File: src/hw/rtl/ptor_pkg.sv
// ----------------------------------------------------------------------------
// Peer table package
// Sizes, entry layout, operation and outcome codes, controller interface.
// ----------------------------------------------------------------------------
package ptor_pkg;

  localparam int MAX_ENTRIES = 16;
  localparam int IDX_W       = (MAX_ENTRIES > 1) ? $clog2(MAX_ENTRIES) : 1;
  localparam int CNT_W       = $clog2(MAX_ENTRIES + 1);
  localparam int MAC_W       = 48;
  localparam int TIME_W      = 32;

  typedef enum logic [1:0] {
    OP_PEER_SEEN = 2'd0,
    OP_PONG      = 2'd1,
    OP_HOST      = 2'd2,
    OP_READ      = 2'd3
  } op_e;

  typedef enum logic [1:0] {
    OUT_FOUND    = 2'd0,
    OUT_APPENDED = 2'd1,
    OUT_REPLACED = 2'd2,
    OUT_NONE     = 2'd3
  } outcome_e;

  // one table entry as stored in the RAM
  typedef struct packed {
    logic [MAC_W-1:0]  mac;
    logic [TIME_W-1:0] seen;
    logic              relayed;
    logic              pinged;
    logic [TIME_W-1:0] rtt;
  } entry_t;

  localparam int ENTRY_W = $bits(entry_t);

  // controller to datapath commands
  typedef struct packed {
    logic cap;          // capture the input word
    logic host_upd;     // record host activity
    logic ram_re;       // issue a table read
    logic rd_sel_ridx;  // read address is the read index, else scan index
    logic ram_we;       // write the updated entry
    logic idx_inc;      // advance scan index
    logic idx_clr;      // restart scan index
    logic best_upd;     // fold current entry into oldest search
    logic set_hit;      // slot = scan index, found
    logic set_append;   // slot = count, appended
    logic set_best;     // slot = oldest, replaced
    logic out_load;     // load result register
  } cmd_t;

  // datapath to controller status
  typedef struct packed {
    op_e  in_op;
    logic count_zero;
    logic mac_hit;
    logic scan_last;    // scan index is the last valid entry
    logic full;
    logic idx_last;     // scan index is the last table entry
    logic out_free;
  } sts_t;

endpackage

File: src/hw/rtl/ptor_ram.sv
// ----------------------------------------------------------------------------
// Generic RAM
// One write port, one read port with registered read data.
// ----------------------------------------------------------------------------
module ptor_ram #(
  parameter int WIDTH = 8,
  parameter int DEPTH = 16
) (
  input  logic                                         clk_i,
  input  logic                                         we_i,
  input  logic [((DEPTH > 1) ? $clog2(DEPTH) : 1)-1:0] waddr_i,
  input  logic [WIDTH-1:0]                             wdata_i,
  input  logic                                         re_i,
  input  logic [((DEPTH > 1) ? $clog2(DEPTH) : 1)-1:0] raddr_i,
  output logic [WIDTH-1:0]                             rdata_o
);

  logic [WIDTH-1:0] mem_q [DEPTH];
  logic [WIDTH-1:0] rdata_q;

  always_ff @(posedge clk_i) begin
    if (we_i) begin
      mem_q[waddr_i] <= wdata_i;
    end
    if (re_i) begin
      rdata_q <= mem_q[raddr_i];
    end
  end

  assign rdata_o = rdata_q;

endmodule

File: src/hw/rtl/ptor_ctrl.sv
// ----------------------------------------------------------------------------
// Peer table controller
// Sequences match scan, oldest scan, entry update, reads and result handoff.
// ----------------------------------------------------------------------------
module ptor_ctrl import ptor_pkg::*; (
  input  logic clk_i,
  input  logic rst_ni,
  input  logic in_valid_i,
  output logic in_ready_o,
  input  sts_t sts_i,
  output cmd_t cmd_o
);

  localparam logic [2:0] ST_IDLE = 3'd0;
  localparam logic [2:0] ST_MRD  = 3'd1;
  localparam logic [2:0] ST_MCMP = 3'd2;
  localparam logic [2:0] ST_ORD  = 3'd3;
  localparam logic [2:0] ST_OCMP = 3'd4;
  localparam logic [2:0] ST_UPD  = 3'd5;
  localparam logic [2:0] ST_RRD  = 3'd6;
  localparam logic [2:0] ST_DONE = 3'd7;

  logic [2:0] state_q, state_d;

  always_ff @(posedge clk_i or negedge rst_ni) begin
    if (!rst_ni) begin
      state_q <= ST_IDLE;
    end else begin
      state_q <= state_d;
    end
  end

  // next state and commands
  always_comb begin
    state_d    = state_q;
    cmd_o      = '0;
    in_ready_o = 1'b0;
    case (state_q)
      ST_IDLE: begin
        in_ready_o = 1'b1;
        if (in_valid_i) begin
          cmd_o.cap = 1'b1;
          case (sts_i.in_op)
            OP_PEER_SEEN, OP_PONG: begin
              if (sts_i.count_zero) begin
                cmd_o.set_append = 1'b1;
                state_d          = ST_UPD;
              end else begin
                state_d = ST_MRD;
              end
            end
            OP_HOST: begin
              cmd_o.host_upd = 1'b1;
              state_d        = ST_DONE;
            end
            default: state_d = ST_RRD;
          endcase
        end
      end
      ST_MRD: begin
        cmd_o.ram_re = 1'b1;
        state_d      = ST_MCMP;
      end
      ST_MCMP: begin
        if (sts_i.mac_hit) begin
          cmd_o.set_hit = 1'b1;
          state_d       = ST_UPD;
        end else if (sts_i.scan_last) begin
          if (sts_i.full) begin
            cmd_o.idx_clr = 1'b1;
            state_d       = ST_ORD;
          end else begin
            cmd_o.set_append = 1'b1;
            state_d          = ST_UPD;
          end
        end else begin
          cmd_o.idx_inc = 1'b1;
          state_d       = ST_MRD;
        end
      end
      ST_ORD: begin
        cmd_o.ram_re = 1'b1;
        state_d      = ST_OCMP;
      end
      ST_OCMP: begin
        cmd_o.best_upd = 1'b1;
        if (sts_i.idx_last) begin
          cmd_o.set_best = 1'b1;
          state_d        = ST_UPD;
        end else begin
          cmd_o.idx_inc = 1'b1;
          state_d       = ST_ORD;
        end
      end
      ST_UPD: begin
        cmd_o.ram_we = 1'b1;
        state_d      = ST_DONE;
      end
      ST_RRD: begin
        cmd_o.ram_re      = 1'b1;
        cmd_o.rd_sel_ridx = 1'b1;
        state_d           = ST_DONE;
      end
      ST_DONE: begin
        if (sts_i.out_free) begin
          cmd_o.out_load = 1'b1;
          state_d        = ST_IDLE;
        end
      end
      default: state_d = ST_IDLE;
    endcase
  end

endmodule

File: src/hw/rtl/ptor_datapath.sv
// ----------------------------------------------------------------------------
// Peer table datapath
// Input capture, table RAM, scan index, oldest tracking, host state, result.
// ----------------------------------------------------------------------------
module ptor_datapath import ptor_pkg::*; (
  input  logic              clk_i,
  input  logic              rst_ni,
  input  cmd_t              cmd_i,
  output sts_t              sts_o,
  // input word
  input  logic [1:0]        operation_i,
  input  logic [MAC_W-1:0]  peer_mac_i,
  input  logic [TIME_W-1:0] now_ms_i,
  input  logic [TIME_W-1:0] rtt_ms_i,
  input  logic [IDX_W-1:0]  read_index_i,
  // configuration
  input  logic              cfg_valid_i,
  output logic              cfg_ready_o,
  input  logic [TIME_W-1:0] cfg_data_i,
  // result word
  output logic              out_valid_o,
  input  logic              out_ready_i,
  output logic [1:0]        outcome_o,
  output logic [IDX_W-1:0]  slot_o,
  output logic [CNT_W-1:0]  peer_total_o,
  output logic              host_connected_o,
  output logic              host_seen_ever_o,
  output logic [TIME_W-1:0] host_last_time_o,
  output logic              entry_valid_o,
  output logic [MAC_W-1:0]  entry_mac_o,
  output logic [TIME_W-1:0] entry_last_seen_o,
  output logic              entry_relayed_o,
  output logic              entry_pinged_o,
  output logic [TIME_W-1:0] entry_rtt_o
);

  // captured input word
  op_e               op_q;
  logic [MAC_W-1:0]  mac_q;
  logic [TIME_W-1:0] now_q;
  logic [TIME_W-1:0] rtt_q;
  logic [IDX_W-1:0]  ridx_q;

  // scan and lookup state
  logic [IDX_W-1:0]  idx_q, idx_d;
  logic [IDX_W-1:0]  best_idx_q, best_idx_d;
  logic [TIME_W-1:0] best_time_q, best_time_d;
  logic [IDX_W-1:0]  slot_q, slot_d;
  outcome_e          outcome_q, outcome_d;
  logic              fresh_q, fresh_d;

  // control state
  logic [CNT_W-1:0]  count_q, count_d;
  logic              host_flag_q, host_flag_d;
  logic [TIME_W-1:0] host_time_q, host_time_d;
  logic [TIME_W-1:0] timeout_q, timeout_d;
  logic              out_valid_q, out_valid_d;

  // result payload
  logic [1:0]        res_outcome_q;
  logic [IDX_W-1:0]  res_slot_q;
  logic [CNT_W-1:0]  res_total_q;
  logic              res_conn_q;
  logic              res_seen_q;
  logic [TIME_W-1:0] res_htime_q;
  logic              res_evalid_q;
  entry_t            res_entry_q;

  // RAM signals
  entry_t            rd_entry;
  entry_t            wr_entry;
  logic [ENTRY_W-1:0] rd_word;
  logic [IDX_W-1:0]  raddr;

  logic              older;
  logic              read_ok;
  logic [TIME_W-1:0] host_age;
  logic              is_peer, is_pong;

  ptor_ram #(
    .WIDTH (ENTRY_W),
    .DEPTH (MAX_ENTRIES)
  ) u_ram (
    .clk_i   (clk_i),
    .we_i    (cmd_i.ram_we),
    .waddr_i (slot_q),
    .wdata_i (wr_entry),
    .re_i    (cmd_i.ram_re),
    .raddr_i (raddr),
    .rdata_o (rd_word)
  );

  assign rd_entry = entry_t'(rd_word);
  assign raddr    = cmd_i.rd_sel_ridx ? ridx_q : idx_q;
  assign is_peer  = (op_q == OP_PEER_SEEN);
  assign is_pong  = (op_q == OP_PONG);

  // new entries start with only the current event's flag, existing ones keep their flags
  always_comb begin
    wr_entry.mac  = mac_q;
    wr_entry.seen = now_q;
    if (fresh_q) begin
      wr_entry.relayed = is_peer;
      wr_entry.pinged  = is_pong;
      wr_entry.rtt     = is_pong ? rtt_q : '0;
    end else begin
      wr_entry.relayed = rd_entry.relayed | is_peer;
      wr_entry.pinged  = rd_entry.pinged | is_pong;
      wr_entry.rtt     = is_pong ? rtt_q : rd_entry.rtt;
    end
  end

  // oldest search: first entry seeds, strictly smaller wins
  assign older    = (idx_q == '0) || (rd_entry.seen < best_time_q);
  assign read_ok  = ({1'b0, ridx_q} < count_q);
  assign host_age = now_q - host_time_q;

  // status to controller
  assign sts_o.in_op      = op_e'(operation_i);
  assign sts_o.count_zero = (count_q == '0);
  assign sts_o.mac_hit    = (rd_entry.mac == mac_q);
  assign sts_o.scan_last  = ({1'b0, idx_q} == count_q - CNT_W'(1));
  assign sts_o.full       = (count_q == CNT_W'(MAX_ENTRIES));
  assign sts_o.idx_last   = (idx_q == IDX_W'(MAX_ENTRIES - 1));
  assign sts_o.out_free   = !out_valid_q || out_ready_i;

  assign cfg_ready_o = 1'b1;

  // next-state logic
  always_comb begin
    idx_d       = idx_q;
    best_idx_d  = best_idx_q;
    best_time_d = best_time_q;
    slot_d      = slot_q;
    outcome_d   = outcome_q;
    fresh_d     = fresh_q;
    count_d     = count_q;
    host_flag_d = host_flag_q;
    host_time_d = host_time_q;
    timeout_d   = timeout_q;
    out_valid_d = out_valid_q;

    if (cfg_valid_i) begin
      timeout_d = cfg_data_i;
    end
    if (cmd_i.cap) begin
      idx_d     = '0;
      slot_d    = '0;
      outcome_d = OUT_NONE;
      fresh_d   = 1'b0;
    end
    if (cmd_i.host_upd) begin
      host_flag_d = 1'b1;
      host_time_d = now_ms_i;
    end
    if (cmd_i.idx_clr) begin
      idx_d = '0;
    end
    if (cmd_i.idx_inc) begin
      idx_d = idx_q + IDX_W'(1);
    end
    if (cmd_i.best_upd && older) begin
      best_idx_d  = idx_q;
      best_time_d = rd_entry.seen;
    end
    if (cmd_i.set_hit) begin
      slot_d    = idx_q;
      outcome_d = OUT_FOUND;
      fresh_d   = 1'b0;
    end
    if (cmd_i.set_append) begin
      slot_d    = count_q[IDX_W-1:0];
      outcome_d = OUT_APPENDED;
      fresh_d   = 1'b1;
      count_d   = count_q + CNT_W'(1);
    end
    if (cmd_i.set_best) begin
      slot_d    = older ? idx_q : best_idx_q;
      outcome_d = OUT_REPLACED;
      fresh_d   = 1'b1;
    end
    if (cmd_i.out_load) begin
      out_valid_d = 1'b1;
    end else if (out_ready_i) begin
      out_valid_d = 1'b0;
    end
  end

  // control registers
  always_ff @(posedge clk_i or negedge rst_ni) begin
    if (!rst_ni) begin
      count_q     <= '0;
      host_flag_q <= 1'b0;
      host_time_q <= '0;
      timeout_q   <= '0;
      out_valid_q <= 1'b0;
    end else begin
      count_q     <= count_d;
      host_flag_q <= host_flag_d;
      host_time_q <= host_time_d;
      timeout_q   <= timeout_d;
      out_valid_q <= out_valid_d;
    end
  end

  // payload registers
  always_ff @(posedge clk_i) begin
    if (cmd_i.cap) begin
      op_q   <= op_e'(operation_i);
      mac_q  <= peer_mac_i;
      now_q  <= now_ms_i;
      rtt_q  <= rtt_ms_i;
      ridx_q <= read_index_i;
    end
    idx_q       <= idx_d;
    best_idx_q  <= best_idx_d;
    best_time_q <= best_time_d;
    slot_q      <= slot_d;
    outcome_q   <= outcome_d;
    fresh_q     <= fresh_d;
    if (cmd_i.out_load) begin
      res_outcome_q <= outcome_q;
      res_slot_q    <= slot_q;
      res_total_q   <= count_q;
      res_conn_q    <= host_flag_q && (host_age <= timeout_q);
      res_seen_q    <= host_flag_q;
      res_htime_q   <= host_time_q;
      res_evalid_q  <= (op_q == OP_READ) && read_ok;
      if ((op_q == OP_READ) && read_ok) begin
        res_entry_q <= rd_entry;
      end else begin
        res_entry_q <= '0;
      end
    end
  end

  // result ports
  assign out_valid_o       = out_valid_q;
  assign outcome_o         = res_outcome_q;
  assign slot_o            = res_slot_q;
  assign peer_total_o      = res_total_q;
  assign host_connected_o  = res_conn_q;
  assign host_seen_ever_o  = res_seen_q;
  assign host_last_time_o  = res_htime_q;
  assign entry_valid_o     = res_evalid_q;
  assign entry_mac_o       = res_entry_q.mac;
  assign entry_last_seen_o = res_entry_q.seen;
  assign entry_relayed_o   = res_entry_q.relayed;
  assign entry_pinged_o    = res_entry_q.pinged;
  assign entry_rtt_o       = res_entry_q.rtt;

endmodule

File: src/hw/rtl/peer_table_oldest_replace.sv
// ----------------------------------------------------------------------------
// Peer table with oldest-entry replacement
// Sixteen-entry MAC-keyed peer table with host activity tracking.
// ----------------------------------------------------------------------------
// Usage:
//   Input channel (in_valid_i/in_ready_o) takes one word per event: peer
//   seen, discovery pong, host activity or entry read. Each word gives one
//   result word on the output channel (out_valid_o/out_ready_i).
//   cfg_valid_i/cfg_data_i write the host timeout; write it only while idle.
// Sequencing is set by the table RAM's one read port; entries are scanned
// one at a time, each read and then compared:
//   host activity: no table access.  entry read: one RAM read.
//   peer/pong: entries scanned up to the match or the count;
//   on a full table with no match an oldest search over all 16 follows.
// One word is in process at a time; the next is taken once the current
// result is in the output register, even if that result is still stalled.
// Reset empties the table (count zero), clears host state and the timeout;
// no clearing pass over the RAM is needed. A stalled receiver holds the
// result word stable and blocks only after one further word has finished.
// ----------------------------------------------------------------------------
module peer_table_oldest_replace import ptor_pkg::*; (
  input  logic              clk_i,
  input  logic              rst_ni,
  // input channel
  input  logic              in_valid_i,
  output logic              in_ready_o,
  input  logic [1:0]        operation_i,
  input  logic [MAC_W-1:0]  peer_mac_i,
  input  logic [TIME_W-1:0] now_ms_i,
  input  logic [TIME_W-1:0] rtt_ms_i,
  input  logic [IDX_W-1:0]  read_index_i,
  // configuration channel
  input  logic              cfg_valid_i,
  output logic              cfg_ready_o,
  input  logic [TIME_W-1:0] cfg_data_i,
  // output channel
  output logic              out_valid_o,
  input  logic              out_ready_i,
  output logic [1:0]        outcome_o,
  output logic [IDX_W-1:0]  slot_o,
  output logic [CNT_W-1:0]  peer_total_o,
  output logic              host_connected_o,
  output logic              host_seen_ever_o,
  output logic [TIME_W-1:0] host_last_time_o,
  output logic              entry_valid_o,
  output logic [MAC_W-1:0]  entry_mac_o,
  output logic [TIME_W-1:0] entry_last_seen_o,
  output logic              entry_relayed_o,
  output logic              entry_pinged_o,
  output logic [TIME_W-1:0] entry_rtt_o
);

  cmd_t cmd;
  sts_t sts;

  ptor_ctrl u_ctrl (
    .clk_i      (clk_i),
    .rst_ni     (rst_ni),
    .in_valid_i (in_valid_i),
    .in_ready_o (in_ready_o),
    .sts_i      (sts),
    .cmd_o      (cmd)
  );

  ptor_datapath u_dp (
    .clk_i             (clk_i),
    .rst_ni            (rst_ni),
    .cmd_i             (cmd),
    .sts_o             (sts),
    .operation_i       (operation_i),
    .peer_mac_i        (peer_mac_i),
    .now_ms_i          (now_ms_i),
    .rtt_ms_i          (rtt_ms_i),
    .read_index_i      (read_index_i),
    .cfg_valid_i       (cfg_valid_i),
    .cfg_ready_o       (cfg_ready_o),
    .cfg_data_i        (cfg_data_i),
    .out_valid_o       (out_valid_o),
    .out_ready_i       (out_ready_i),
    .outcome_o         (outcome_o),
    .slot_o            (slot_o),
    .peer_total_o      (peer_total_o),
    .host_connected_o  (host_connected_o),
    .host_seen_ever_o  (host_seen_ever_o),
    .host_last_time_o  (host_last_time_o),
    .entry_valid_o     (entry_valid_o),
    .entry_mac_o       (entry_mac_o),
    .entry_last_seen_o (entry_last_seen_o),
    .entry_relayed_o   (entry_relayed_o),
    .entry_pinged_o    (entry_pinged_o),
    .entry_rtt_o       (entry_rtt_o)
  );

endmodule

File: config.mk
export PLATFORM = sky130hd
export DESIGN_NAME = peer_table_oldest_replace
export DESIGN_NICKNAME = d
export VERILOG_FILES = /design/src/hw/rtl/ptor_pkg.sv /design/src/hw/rtl/ptor_ram.sv /design/src/hw/rtl/ptor_ctrl.sv /design/src/hw/rtl/ptor_datapath.sv /design/src/hw/rtl/peer_table_oldest_replace.sv
export SDC_FILE = /design/constraint.sdc
export NUM_CORES = 2
export LEC_CHECK = 0
export BUFFER_PORTS_ARGS = -buffer_cell sky130_fd_sc_hd__buf_4
export CAP_MARGIN = 20
export CORE_ASPECT_RATIO = 0.75
export CORE_MARGIN = 10
export CORE_UTILIZATION = 60
export CTS_CLUSTER_SIZE = 10
export DETAILED_ROUTE_END_ITERATION = 7
export HOLD_SLACK_MARGIN = 0.12
export PLACE_DENSITY = 0.77
export SYNTH_ARGS = -nofsm -noshare
export SYNTH_HDL_FRONTEND = slang
export SYNTH_SLANG_ARGS = --single-unit
File: constraint.sdc
create_clock -name clk_i -period 11.75 [get_ports clk_i]
set_clock_uncertainty 0.1 [all_clocks]
set_input_delay 1.175 -clock clk_i [delete_from_list [all_inputs] [get_ports clk_i]]
set_output_delay 1.175 -clock clk_i [all_outputs]
set_load 0.02 [all_outputs]
# ---- Word-level counts from Yosys, hierarchy flattened
# Memories as Yosys holds them, arrays and structs flattened. A register that Yosys moved wholly into a read port is not among the register bits.
# Index checks and enable logic that the tools add are counted.
dict set report word_totals {
  mem_bits_ro 0
  in_bits 155
  elab_cells 134
  latchBits 0
  out_inout_bits 163
  memories 1
  mem_bits_rw 1824
  register_bits 399
}
dict set report op_classes {
  bitwise_logic 2
  n_mul 0
  n_addsub 4
  shifts 0
  n_lt_le_gt_ge 3
  div 0
  reduce_logical 21
  mux 57
  eq_ne 17
}
# name words width read_ports rd_clocked_by_memory_dff wr line
set memory_table {}
lappend memory_table {u_dp.u_ram.mem_q 16 114 1 1 1 ptor_ram.sv:18} ;# logic [WIDTH-1:0] mem_q [DEPTH];
# operator count
set op_table {}
lappend op_table {{$mux W32} 2}
lappend op_table {{$eq A48 B48 Y1} 1}
lappend op_table {{$mux W34} 1}
lappend op_table {{$le A32 B32 Y1} 1}
lappend op_table {{$lt A32 B32 Y1} 1}
lappend op_table {{$mux W4} 8}
lappend op_table {{$sub A32 B32 Y32} 1}
lappend op_table {{$mux W1} 29}
lappend op_table {{$mux W3} 7}
lappend op_table {{$pmux W3 S7} 1}
lappend op_table {{$eq A3 B3 Y1 const B} 4}
lappend op_table {{$mux W2} 6}
lappend op_table {{$eq A3 B2 Y1 const B} 2}
lappend op_table {{$pmux W3 S2} 1}
lappend op_table {{$reduce_bool A3 Y1} 2}
lappend op_table {{$reduce_or A2 Y1} 3}
lappend op_table {{$add A5 B1 Y5 const B} 1}
lappend op_table {{$eq A4 B5 Y1} 1}
lappend op_table {{$eq A5 B5 Y1 const B} 1}
lappend op_table {{$logic_not A5 Y1} 1}
lappend op_table {{$lt A4 B5 Y1} 1}
lappend op_table {{$sub A5 B1 Y5 const B} 1}
lappend op_table {{$add A4 B1 Y4 const B} 1}
lappend op_table {{$eq A2 B1 Y1 const B} 2}
lappend op_table {{16 further kinds} 25}

# ---- Longest topological paths before layout
dict set report depth {
  word_depth 8
  ltp_mapped 20
  depth_no_buf 20
}

# ---- By module
# A second synthesis with hierarchy kept.
dict set report unflattened {
  cells_unflattened 4389
  area_unflattened_um2 89891.2
}
# mod n_inst area_per_inst_um2 cells_each
set by_module_without_submodules {}
lappend by_module_without_submodules {ptor_ram 1 71591.2 2916}
lappend by_module_without_submodules {ptor_datapath 1 17913.4 1425}
lappend by_module_without_submodules {ptor_ctrl 1 386.6 48}

# ---- Worst setup path after synthesis
# No wires, ideal clock.
dict set report synth_timing {
  path_kind {reg-to-reg}
  start {reg u_ctrl.state_q[2]}
  end {mem u_dp.u_ram.mem_q[0][0] (netlist bit), enable pin}
  period_less_slack_ps 9879
  t_arrival_ps 9053
  setup_ps 726
  path_slack_ps 1871
  n_path_buf 1
  stages_incl_launch_ff 6
  cell_sequence {dfrtp_1 clkbuf_1 nor2b_1 nand2_1 or3_1 nor3_1}
}
dict set report synth_via {
  elab_chain_cells 4
}
# element line
set synth_rtl {}
lappend synth_rtl {{from (decl)} ptor_ctrl.sv:23} ;# logic [2:0] state_q, state_d;
lappend synth_rtl {{from (signal assigned)} ptor_ctrl.sv:29} ;# state_q <= state_d;
lappend synth_rtl {{$eq A3 B3 Y1} ptor_ctrl.sv:38} ;# case (state_q)
lappend synth_rtl {{$mux W1} ptor_ctrl.sv:38}
lappend synth_rtl {{$mux W1} ptor_ram.sv:22} ;# if (we_i) begin
lappend synth_rtl {{$mux W1 (implied by the code)} ptor_ram.sv:23} ;# mem_q[waddr_i] <= wdata_i;
lappend synth_rtl {{to (decl)} ptor_ram.sv:18}
# No other way between the ends.

# ---- Worst setup path after layout
dict set report layout_timing {
  start {reg u_ctrl.state_q[0]}
  end {reg u_dp.u_ram.rdata_q[107] (netlist: u_dp.u_ram.rdata_o[107]) (read register of u_dp.u_ram.mem_q), data pin}
}
dict set report layout_via {
  elab_chain_cells 3
}
# element line
set layout_rtl {}
lappend layout_rtl {{$eq A3 B1 Y1 (tied with other cells)} ptor_ctrl.sv:38}
lappend layout_rtl {{$reduce_or A3 Y1 (no source line) / $mux W1 (equally long branches)} n/a}
lappend layout_rtl {{$mux W1 / $mux W4 (equally long branches)} {ptor_ctrl.sv:38, ptor_datapath.sv:94}}
lappend layout_rtl {{to (decl)} ptor_ram.sv:19} ;# logic [WIDTH-1:0] rdata_q;
# Several ways; a longest one is shown, not always the timed one.
# A chain may end at the register's enable or synchronous reset.

==> results.toml <==
[outcome]
status = "complete, no violations"

[worst_setup_path]
path_common_cell = "buf_4"
reg2reg_depth = 10
cp.depth = 10
critPathCaptureType = "flop"
worst-path-buf-inv = 4
cp_max_fo = 107
rrSetupSlack_ns = 6.31
crit_start = "u_ctrl.state_q[0]"
slowest_delay_ns = 0.83
worst_path_max_delay_cell = "buf_4"
crit_path_cell_trace = "inv_2 -> nand3_2 -> mux2i_4 -> buf_12 -> buf_4 -> buf_4 -> mux4_2 -> and2_1 -> a211oi_1 -> a31oi_1"
r2r-end = "u_dp.u_ram.rdata_o[107]"
criticalPathCategory = "reg -> reg"
timing.rr.start = "u_ctrl.state_q[0]"
critPathLaunchType = "flop"
crit_required_ns = 12.21
critical_path.top_delay_family = "buffers and inverters"
cp.arrival_ns = 5.89

[sta]
min_period_ns = 5.438
slew_violations = 0
hold_ws_ns = 0.3523
grt_setup_unrepaired = "false"
clock.fmax_mhz = 183.9
period_share_pct = 46.28
finalSetupTns_ns = 0
finalSetupViolations = 0
relSlewSlack_pct = 9.821
tightest_slew_ns = 1.353
final_hold_viol_count = 0

[floorplan]
die_h_um = 357.1
dieArea_mm2 = 0.1676
die_w_um = 469.4
io_pins = 318
initial_core_util_pct = 60.52
core_mm2 = 0.1502
rows = 123

[clock_tree]
worstSkewPairLatency_ns = 0.89
ctsHoldBuffers = 1
clk_pin_slew_ns = 0.06
ctsResizeCount = 0
clkSinkCount = 2337
htreeDepth = 5
cts_tree = "yes"
cts-buffers-inserted = 284
cts_buffer_depth = 4
post_cts_buffers = 0
root_buffer = "clkbuf_16"

[power_and_ir_drop]
p_leak_nw = 34.41
comb_power_share_pct = 29.0
peakVddDrop_mv = 0.2983
seqPwrFrac_pct = 42.5
power_density_mw_per_mm2 = 252.7
power_switching_share_pct = 30.52
clock_power_share_pct = 28.5
intPower_mw = 18.11
p_sw_mw = 7.958

[drt]
firstDrtPassIters = 6
vias_per_cell = 6.566
drc = 0
drt_iter0_markers = 6065
finalWirelength_um = 218900
dr_total_vias = 46670
ant_nets = 0
wl_per_cell_um = 30.79

[job]
maxCapViolCount = 0

[synthesis]
syn_nets = 4844
netlist_instances = 4587
yosys_register_bits = 2337
seq_area_frac_synth_pct = 76.76
async_flop_share_pct = 3.166
ys_top_cells_by_area = "edfxtp_1 75%, mux4_2 11%, dfrtp_1 2.0%"
avgSynthCellArea_um2 = 19.82
yosysTopAreaCellShare_pct = 74.66
synthFlopType = "edfxtp_1"
syn_area_mm2 = 0.09090
synth-edff-count = 2260
ys_types = 70
ys_warn_count = 0
yosysTopAreaCell = "edfxtp_1"

[final_layout]
final_area_mm2 = 0.1032
layout.nets = 5304
drive_gt1_share_pct = 23.83
syn_to_final_growth_pct = 13.49

[hold_path]
min_to = "u_dp.host_last_time_o[8]"
hp-start = "u_dp.host_time_q[8]"
min_path_cells = 0
hold_class = "reg -> reg"

[grt]
grt_pass1_wl_um = 322500
grt_start_max_net_pins = 165
first_global_vias = 48240
grt_usage_pct = 25.93
antenna_found_initial = 6
grt_overflow = 0

[place]
gp_congestion = 0.8446
dpl.hpwl_um = 110200
post_dp_cell_area_mm2 = 0.09555
io_buffers = 316
-- cell families after synthesis --
logic type               synth area share (%)
flip-flops                              76.76
other                                0.004125
XOR/XNOR                               0.7901
buffers and inverters                   1.732
multiplexers                            11.80
AND/OR/NAND/NOR                         4.394
adder cells (fa/ha/maj)                 1.412
AO/OA/AOI/OAI                           3.105
-- metrics by stage --
| stage | utilization (%) | power, mW | cells | setup slack (ns) |
|---|---|---|---|---|
| finish | 68.68 | 26.07 | 7108 | 6.312 |
| global route | 68.68 | 27.13 | 7106 | 5.887 |
| CTS | 68.64 | 26.20 | 7101 | 6.221 |
| detailed placement | 63.62 | 18.70 | 6758 | 6.285 |
| global placement | 63.62 | 18.53 | 6758 | 6.426 |
| floorplan | - | 16.66 | 4587 | 1.871 |
-- metal layers --
metal  track usage [%]  vias up  part of all wire (%)
li1                  -    19240                     -
met1             35.06    24110                    38
met2             42.14     2836                    49
met3             4.629      484                   8.9
met4             11.23        0                   4.4
met5                 0        -                     0
-- power groups by stage --
stage / Sequential, mW / Combinational (mW) / Clock, mW
floorplan: 11.2 / 5.42 / 0
global placement: 11.2 / 7.34 / 0
detailed placement: 11.2 / 7.48 / 0
CTS: 11.1 / 7.59 / 7.53
global route: 11.1 / 8.15 / 7.84
finish: 11.1 / 7.55 / 7.44
-- worst max path at each step --
stage | endpoint | slack [ns]
after global routing | u_dp.u_ram.rdata_o[107] | 5.89
after global placement | u_dp.u_ram.rdata_o[100] | 6.43
final | u_dp.u_ram.rdata_o[107] | 6.31
after detailed placement | u_dp.u_ram.rdata_o[107] | 6.29
after floorplan | u_dp.u_ram.mem_q[0][0] | 1.87
after CTS | u_dp.u_ram.rdata_o[107] | 6.22
-- flip-flops by register name (all words and copies together) (netlist names), 32 cells and up --
register                count
u_dp.best_time_q           32
u_dp.mac_q                 48
u_dp.entry_rtt_o           32
u_dp.rtt_q                 32
u_dp.timeout_q             32
u_dp.u_ram.mem_q         1824
u_dp.entry_mac_o           48
u_dp.host_time_q           32
u_dp.u_ram.rdata_o        114
u_dp.entry_last_seen_o     32
u_dp.host_last_time_o      32
u_dp.now_q                 32
-- Yosys cell counts, drive strengths merged (2+ instances only) --
master	n
ha	101
o21a	6
nand2	364
nor2	59
and3	8
o211ai	8
a31oi	118
and4	4
o22ai	4
or3	3
a41oi	2
a21o	21
xor2	9
dfrtp	74
nand4	32
nand3	20
edfxtp	2260
nand2b	12
o221ai	3
nand3b	33
nor4	6
mux2i	5
a211oi	121
o21ai	64
inv	117
a2111oi	6
a21oi	51
clkbuf	126
a22oi	3
xnor2	73
or2	2
and2	228
mux2	35
mux4	456
o21bai	5
dfxtp	3
nor3	21
buf	94
nor2b	11
-- cells in the final DEF, fill, tap and decap left out, types with 5 or more instances in the layout --
cell type / Yosys / final
a211oi_1: 121 / 120
a21o_1: 21 / 21
a21oi_1: 51 / 51
a31oi_1: 118 / 118
and2_1: 228 / 228
and3_1: 8 / 8
buf_12: 0 / 12
buf_4: 17 / 380
clkbuf_1: 125 / 42
clkbuf_16: 0 / 293
dfrtp_1: 74 / 74
diode_2: 0 / 5
edfxtp_1: 2260 / 2260
ha_1: 101 / 101
inv_1: 115 / 114
inv_6: 0 / 5
mux2_2: 34 / 33
mux4_2: 456 / 456
nand2_1: 363 / 363
nand2b_1: 12 / 12
nand3_1: 19 / 19
nand3b_1: 33 / 33
nand4_1: 32 / 32
nor2_1: 59 / 46
nor2_4: 0 / 13
nor2b_1: 11 / 10
nor3_1: 21 / 17
nor4_1: 6 / 6
o211ai_1: 8 / 8
o21a_1: 6 / 6
o21ai_0: 63 / 62
o21bai_1: 5 / 5
xnor2_1: 73 / 73
xor2_1: 9 / 9
-- final cells by class --
class | instances | area (µm²)
clock inverter | 7 | 51.30
timing repair buffer | 394 | 3131
fill | 9045 | 47040
sequential | 2337 | 69780
clock buffer | 335 | 7490
multi-input combinational | 1913 | 19760
antenna | 5 | 12.51
tap | 2000 | 2502
inverter | 117 | 444.2
(Power assumes the default switching activity.)
